**src/sv/tsab_pkg.sv**
```systemverilog
// Shared types, constants and helpers for the bilinear texture sampler.
package tsab_pkg;

    localparam int TEXEL_WORDS_DEF = 131072;
    localparam int MAX_SIZE_DEF    = 256;
    localparam int MAX_LEVEL_DEF   = 8;

    localparam logic [2:0] CFG_TEX_WIDTH     = 3'd0;
    localparam logic [2:0] CFG_TEX_HEIGHT    = 3'd1;
    localparam logic [2:0] CFG_ADDR_MODE_U   = 3'd2;
    localparam logic [2:0] CFG_ADDR_MODE_V   = 3'd3;
    localparam logic [2:0] CFG_FILTER_MODE   = 3'd4;
    localparam logic [2:0] CFG_BORDER_RGBA   = 3'd5;
    localparam logic [2:0] CFG_CHANNEL_COUNT = 3'd6;

    localparam logic [1:0] MODE_WRAP   = 2'd0;
    localparam logic [1:0] MODE_CLAMP  = 2'd1;
    localparam logic [1:0] MODE_BORDER = 2'd2;
    localparam logic [1:0] MODE_MIRROR = 2'd3;

    localparam logic FUNC_WRITE  = 1'b0;
    localparam logic FUNC_SAMPLE = 1'b1;

    typedef struct packed {
        logic        func;
        logic [16:0] texel_index;
        logic [31:0] texel_value;
        logic signed [19:0] coord_u;
        logic signed [19:0] coord_v;
        logic [3:0]  level;
    } in_word_t;

    typedef struct packed {
        logic [7:0] red;
        logic [7:0] green;
        logic [7:0] blue;
        logic [7:0] alpha;
        logic       used_border;
    } out_word_t;

    // Remap a Q3.16 coordinate into [0, 1.0]; bit 17 flags a border hit.
    function automatic logic [17:0] remap(input logic [19:0] raw, input logic [1:0] mode);
        logic [19:0] b;
        logic [17:0] r;
        b = raw ^ 20'h80000;
        r = '0;
        case (mode)
            MODE_WRAP:  r = {2'b00, b[15:0]};
            MODE_CLAMP:
            begin
                if (b < 20'h80000)      r = '0;
                else if (b > 20'h90000) r = 18'h10000;
                else                    r = {1'b0, 17'(b - 20'h80000)};
            end
            MODE_BORDER:
            begin
                if (b < 20'h80000 || b > 20'h90000) r = 18'h20000;
                else                                r = {1'b0, 17'(b - 20'h80000)};
            end
            default:
                r = b[16] ? {1'b0, 17'h10000 - {1'b0, b[15:0]}} : {2'b00, b[15:0]};
        endcase
        return r;
    endfunction

    // One channel of a linear blend with an 8-bit weight.
    function automatic logic [7:0] lerp8(input logic [7:0] a, input logic [7:0] b,
                                         input logic [7:0] w);
        logic [16:0] s;
        s = 17'(a) * (17'd256 - 17'(w)) + 17'(b) * 17'(w);
        return s[15:8];
    endfunction

endpackage

```
**src/sv/tsab_geom.sv**
```systemverilog
// Mip level geometry: walks levels to find base offset, width and height.
module tsab_geom #(
    parameter int TEXEL_WORDS = tsab_pkg::TEXEL_WORDS_DEF,
    parameter int MAX_SIZE    = tsab_pkg::MAX_SIZE_DEF,
    parameter int MAX_LEVEL   = tsab_pkg::MAX_LEVEL_DEF
) (
    input  logic                           clk,
    input  logic                           rst_n,
    input  logic                           start,
    input  logic [3:0]                     level,
    input  logic [8:0]                     tex_width,
    input  logic [8:0]                     tex_height,
    output logic                           done,
    output logic [$clog2(TEXEL_WORDS)-1:0] base,
    output logic [$clog2(MAX_SIZE+1)-1:0]  w,
    output logic [$clog2(MAX_SIZE+1)-1:0]  h
);
    localparam int AW = $clog2(TEXEL_WORDS);
    localparam int SW = $clog2(MAX_SIZE + 1);

    logic          busy_reg;
    logic [3:0]    cnt_reg;
    logic [AW-1:0] base_reg;
    logic [SW-1:0] w_reg, h_reg;

    function automatic logic [SW-1:0] fit(input logic [8:0] s);
        logic [SW-1:0] r;
        if (s == 9'd0)                  r = SW'(1);
        else if (32'(s) > MAX_SIZE)     r = SW'(MAX_SIZE);
        else                            r = SW'(s);
        return r;
    endfunction

    always_ff @(posedge clk or negedge rst_n)
    begin
        if (!rst_n)
        begin
            busy_reg <= 1'b0;
            cnt_reg  <= '0;
        end
        else if (start)
        begin
            busy_reg <= 1'b1;
            cnt_reg  <= (32'(level) > MAX_LEVEL) ? 4'(MAX_LEVEL) : level;
        end
        else if (busy_reg)
        begin
            if (cnt_reg == 4'd0)
                busy_reg <= 1'b0;
            else
                cnt_reg <= cnt_reg - 4'd1;
        end
    end

    // Advance one level per cycle.
    always_ff @(posedge clk)
    begin
        if (start)
        begin
            base_reg <= '0;
            w_reg    <= fit(tex_width);
            h_reg    <= fit(tex_height);
        end
        else if (busy_reg && cnt_reg != 4'd0)
        begin
            base_reg <= base_reg + AW'(w_reg) * AW'(h_reg);
            w_reg    <= (w_reg > SW'(1)) ? (w_reg >> 1) : SW'(1);
            h_reg    <= (h_reg > SW'(1)) ? (h_reg >> 1) : SW'(1);
        end
    end

    assign done = busy_reg && cnt_reg == 4'd0;
    assign base = base_reg;
    assign w    = w_reg;
    assign h    = h_reg;
endmodule

```
**config.mk**
```make
export PLATFORM = sky130hd
export DESIGN_NAME = tsab_geom
export DESIGN_NICKNAME = d
export VERILOG_FILES = /design/src/sv/tsab_pkg.sv /design/src/sv/tsab_geom.sv
export SDC_FILE = /design/constraint.sdc
export NUM_CORES = 1
export LEC_CHECK = 0
export ABC_CLOCK_PERIOD_IN_PS = 5700
export BUFFER_PORTS_ARGS = -buffer_cell sky130_fd_sc_hd__buf_2
export CAP_MARGIN = 40
export CORE_MARGIN = 4
export CORE_UTILIZATION = 60
export DETAILED_ROUTE_END_ITERATION = 10
export PLACE_DENSITY = 0.89
export REMOVE_ABC_BUFFERS = 1
export SLEW_MARGIN = 20
export SYNTH_ARGS = -nofsm -noshare
export SYNTH_HDL_FRONTEND = slang
export SYNTH_SLANG_ARGS = --single-unit
```
**constraint.sdc**
```tcl
create_clock -name clk -period 5.7 [get_ports clk]
set_input_delay 0.855 -clock clk [delete_from_list [all_inputs] [get_ports clk]]
set_output_delay 0.855 -clock clk [all_outputs]
set_load 0.01 [all_outputs]
```
Word-level counts from Yosys, hierarchy flattened --
Index checks and enable logic that the tools add are counted.
Storage, ports and cells: register bits after elaboration 40, bits of input ports 25, output and inout port bits 36, word-level logic and storage cells 40
Cells by class: add/subtract/negate cells 2, multipliers 1, $lt $le $gt $ge 5, eq/ne operators 1, muxes and demuxes 17, reductions and logical operators 9
Operators by type and width (count):
- 9-bit 2-to-1 mux | 8
- 9-bit by 1-bit > comparator with 1-bit output, second input constant | 2
- 9-bit > comparator, second input constant | 2
- 9-bit zero test | 2
- 17-bit adder | 1
- 9-bit by 9-bit multiplier with 17-bit output | 1
- 4-bit 2-to-1 mux | 4
- 8-bit 2-to-1 mux | 2
- 4-bit > comparator, second input constant | 1
- 4-bit zero test | 1
- 2-bit nonzero test | 2
- 4-bit nonzero test | 1
- 4-bit by 1-bit subtractor with 4-bit output, second input constant | 1
- 1-bit 2-to-1 mux | 3
- 1-bit logical AND | 2
- 2-bit inequality test, second input constant | 1
- 2-bit AND reduction | 1

Depth between registers and ports, before layout --
depth in word-level cells 4, gate-level depth with buffers 20, depth with buffers taken out 18

Worst setup path before layout --
Ideal clock, no wire load.
path kind register -> register, start register w_reg[3] (netlist: w[3]), end register base_reg[16] (netlist: base[16]), library setup time 0.116 ns, arrival 4.900 ns, data required time 5.584 ns, path slack 0.683 ns, stages on the path, launching flop included 19, path buffers 1, period minus slack after synthesis 5.017 ns, cells stage by stage edfxtp_1 -> clkbuf_1 -> and2_1 -> fa_1 -> inv_1 -> fa_1 -> inv_1 -> fa_1 -> fa_1 -> inv_1 -> fa_1 -> inv_1 -> ha_1 -> a21oi_1 -> and3_1 -> a21oi_2 -> o31ai_2 -> o311a_1 -> a41o_1
On the way: longest elaborated chain between the ends 2
Ends and longest elaborated chain:
- start: declaration | RTL line tsab_geom.sv:24 | logic [SW-1:0] w_reg, h_reg;
- start signal: assignment | RTL line tsab_geom.sv:61 | w_reg <= fit(tex_width);
- start signal: assignment | RTL line tsab_geom.sv:67 | w_reg <= (w_reg > SW'(1)) ? (w_reg >> 1) : SW'(1);
- 9-bit by 9-bit multiplier with 17-bit output | RTL line tsab_geom.sv:66 | base_reg <= base_reg + AW'(w_reg) * AW'(h_reg);
- 17-bit adder | RTL line tsab_geom.sv:66
- end signal: assignment | RTL line tsab_geom.sv:66
- end: declaration | RTL line tsab_geom.sv:23 | logic [AW-1:0] base_reg;
No other way between the ends. A chain may end at the register's enable or synchronous reset.

Final worst setup path --
start register h_reg[5] (netlist: h[5]), end register base_reg[14] (netlist: base[14])
On the way: longest elaborated chain between the ends 2
Ends and longest elaborated chain:
- start: declaration | RTL line tsab_geom.sv:24
- start signal: assignment | RTL line tsab_geom.sv:62 | h_reg <= fit(tex_height);
- start signal: assignment | RTL line tsab_geom.sv:68 | h_reg <= (h_reg > SW'(1)) ? (h_reg >> 1) : SW'(1);
- 9-bit by 9-bit multiplier with 17-bit output | RTL line tsab_geom.sv:66
- 17-bit adder | RTL line tsab_geom.sv:66
No other way between the ends.

==> impl_metrics.py <==
metrics = {
    "clock_tree": {
        "htree_levels": 2,
        "cts_made_buffers": 5,
        "cts_setup_buffers": 0,
        "ctsResizeCount": 0,
        "clk_pin_slew_worst_paths_ns": 0.09,
        "cts_sinks": 40,
        "tritoncts": "done",
        "clk_path_buf_depth": 2,
        "clk_latency_ns": 0.30,
        "cts_root_buf": "clkbuf_8",
        "cts-hold-fix-buffers": 0,
    },
    "layout": {
        "drive_gt1_share_pct": 12.5,
        "fin_nets": 743,
        "areaGrowthSynthToFinish_pct": 10.2,
        "insertedDiodeCount": 0,
        "largest_register_ffs": 17,
    },
    "logic_synthesis": {
        "synth_compound_area_share_pct": 11.7,
        "synth_cells": 563,
        "ys.warnings.count": 0,
        "synthFlopType": "edfxtp_1",
        "synth_top_family_by_area": "adder cells",
        "ys_seq_area_share_pct": 20.7,
        "synthAdderAreaFrac_pct": 36.5,
        "synth-simple-area-share_pct": 17.1,
        "synth_edf_count": 18,
        "ys_ff_latch": 40,
        "syn-cell-area_mm2": 0.00486,
        "synthArstFlopShare_pct": 12.5,
        "synth.distinct_cells": 53,
        "synth_xor_area_share_pct": 2.88,
        "yosys-mux-area-fraction_pct": 0.412,
        "syn_area_per_cell_um2": 8.63,
    },
    "timing": {
        "setup_viol": 0,
        "setup_tns_ns": 0,
        "tightest_slew_ns": 0.702,
        "hold_viol": 0,
        "period_minus_slack_ns": 5.24,
        "min_period_over_period_pct": 91.9,
        "rsz0062_at_grt": "false",
        "fin_skew_ns": 0.00771,
        "slew_violations": 0,
        "fmaxAchievable_mhz": 191,
        "slew_headroom_pct": 53.2,
    },
    "global_route": {
        "antenna_found_initial": 0,
        "overflow": 0,
        "grt_pass1_wl_um": 19500,
        "grt_pass1_vias": 4127,
        "grt_usage_pct": 25.1,
        "grt_start_max_net_pins": 54,
    },
    "setup_path": {
        "path_class": "reg -> reg",
        "endpoint_kind": "register",
        "rrSetupSlack_ns": 0.46,
        "required_ns": 5.90,
        "cp_max_fo": 7,
        "critPathArrivalTime_ns": 5.44,
        "cp-start-kind": "register",
    },
    "floorplanning": {
        "die_h_um": 98.0,
        "die_area_mm2": 0.00960,
        "rows": 32,
        "fp.dieW_um": 98.0,
        "io_pins": 61,
        "core_mm2": 0.00781,
        "start_util_pct": 62.2,
    },
    "run_status": {
        "status": "completed",
    },
    "placement": {
        "numPortBuffers": 60,
        "dp_hpwl_um": 9320,
        "gp_congestion": 0.894,
    },
    "flow_run": {
        "maxCapViolCount": 0,
    },
    "drt": {
        "num_vias": 4112,
        "drt_iter0_drc": 310,
        "wirelength_um": 11800,
        "vias_per_cell": 5.74,
        "drtPass1Iterations": 5,
        "drc": 0,
        "avgRoutedWirePerCell_um": 16.5,
        "antenna_left": 0,
    },
    "hold_path": {
        "hold_path_class": "in -> async",
    },
}
==> path summary, 6_finish.rpt <==
path / startpoint / end / depth (start not counted)
max in group asynchronous: rst_n / cnt_reg[3] / 1
setup reg to reg: h[5] / base[14] / 16
hold / removal: rst_n / cnt_reg[1] / 1
hold reg to reg: base[6] / base[6] / 2
setup / recovery: h[5] / base[14] / 16
min in group clk: base[6] / base[6] / 2
==> metrics by stage <==
stage | hold WS [ns] | util [%] | cell area, um2 | setup WS, ns | cells
floorplan | 0.482 | - | 4780 | 0.752 | 542
global placement | 0.453 | 67.0 | 5230 | 0.627 | 707
detailed placement | 0.461 | 67.0 | 5230 | 0.514 | 707
CTS | 0.338 | 68.4 | 5340 | 0.512 | 715
global route | 0.338 | 68.6 | 5350 | 0.221 | 716
finish | 0.342 | 68.6 | 5350 | 0.465 | 716
==> layout by cell type (no fill, tap or decap), drive strengths merged, types with 8 or more instances in the layout <==
master | synthesis | routed
inv | 116 | 116
o21ai | 15 | 15
o22ai | 11 | 11
ha | 44 | 44
a21oi | 23 | 23
fa | 61 | 61
nor3 | 8 | 8
edfxtp | 18 | 18
nand2 | 76 | 76
nor2 | 36 | 36
buf | 4 | 64
dfxtp | 17 | 17
xnor2 | 14 | 14
and2 | 33 | 33
==> synthesized netlist by cell type, types with 3 or more instances <==
master     count  share of area, %
nor3_1         8              0.82
a21o_1         3              0.46
and2_1        33               4.2
xnor2_1       14               2.5
clkbuf_1      16               1.2
nand4_1        3              0.39
o2bb2ai_1      4              0.72
dfxtp_1       17               7.0
a21oi_2        3              0.54
o31a_1         3              0.54
o21a_1         3              0.46
o21ai_0       14               1.4
nor4b_1        3              0.54
edfxtp_1      18                11
dfrtp_1        5               2.6
a21oi_1       20               2.1
inv_1        116               9.0
nand3_1        6              0.62
a22o_1         4              0.72
ha_1          44                11
o22ai_1       11               1.4
fa_1          61                25
nand2_1       76               5.9
nor4_1         5              0.64
nor2_1        36               2.8
==> logic make-up (layout without fill, tap and decap cells) <==
logic type      after synthesis  count (layout)
compound gates               84              84
fa+ha+maj                   105             105
mux                           2               2
buf+inv                     138             189
xor+xnor                     16              16
flops                        40              40
simple gates                178             178
==> worst max-delay path: stages (launching register included) <==
cell and delay (ns):
edfxtp_1 0.51, inv_1 0.23, nor2_1 0.10, fa_1 0.56
fa_1 0.45, fa_1 0.53, fa_1 0.55, inv_1 0.05
fa_1 0.50, inv_1 0.04, ha_1 0.40, a21oi_2 0.30
nor3b_1 0.32, nand3_1 0.13, a31oi_1 0.18, mux2i_1 0.21
nand2_1 0.07
==> final cells by class <==
type | count | area [um2]
multi-input cells | 385 | 3340
fillers | 630 | 2450
flip-flops and latches | 40 | 1010
inverters | 117 | 439
repair buffers | 64 | 338
well taps | 102 | 128
clock buffers | 5 | 68.8
clock inverters | 3 | 37.5
==> per-layer routing <==
layer	share of wire, %	up-vias	global-route usage (%)
li1	-	1896	-
met1	38	1988	31.5
met2	52	191	44.3
met3	7.5	37	4.07
met4	2.9	0	7.88
met5	0	-	0
Power is left out: the tool's default activity adds up to more than one toggle a clock period on the data nets, which glitch-free logic cannot reach.
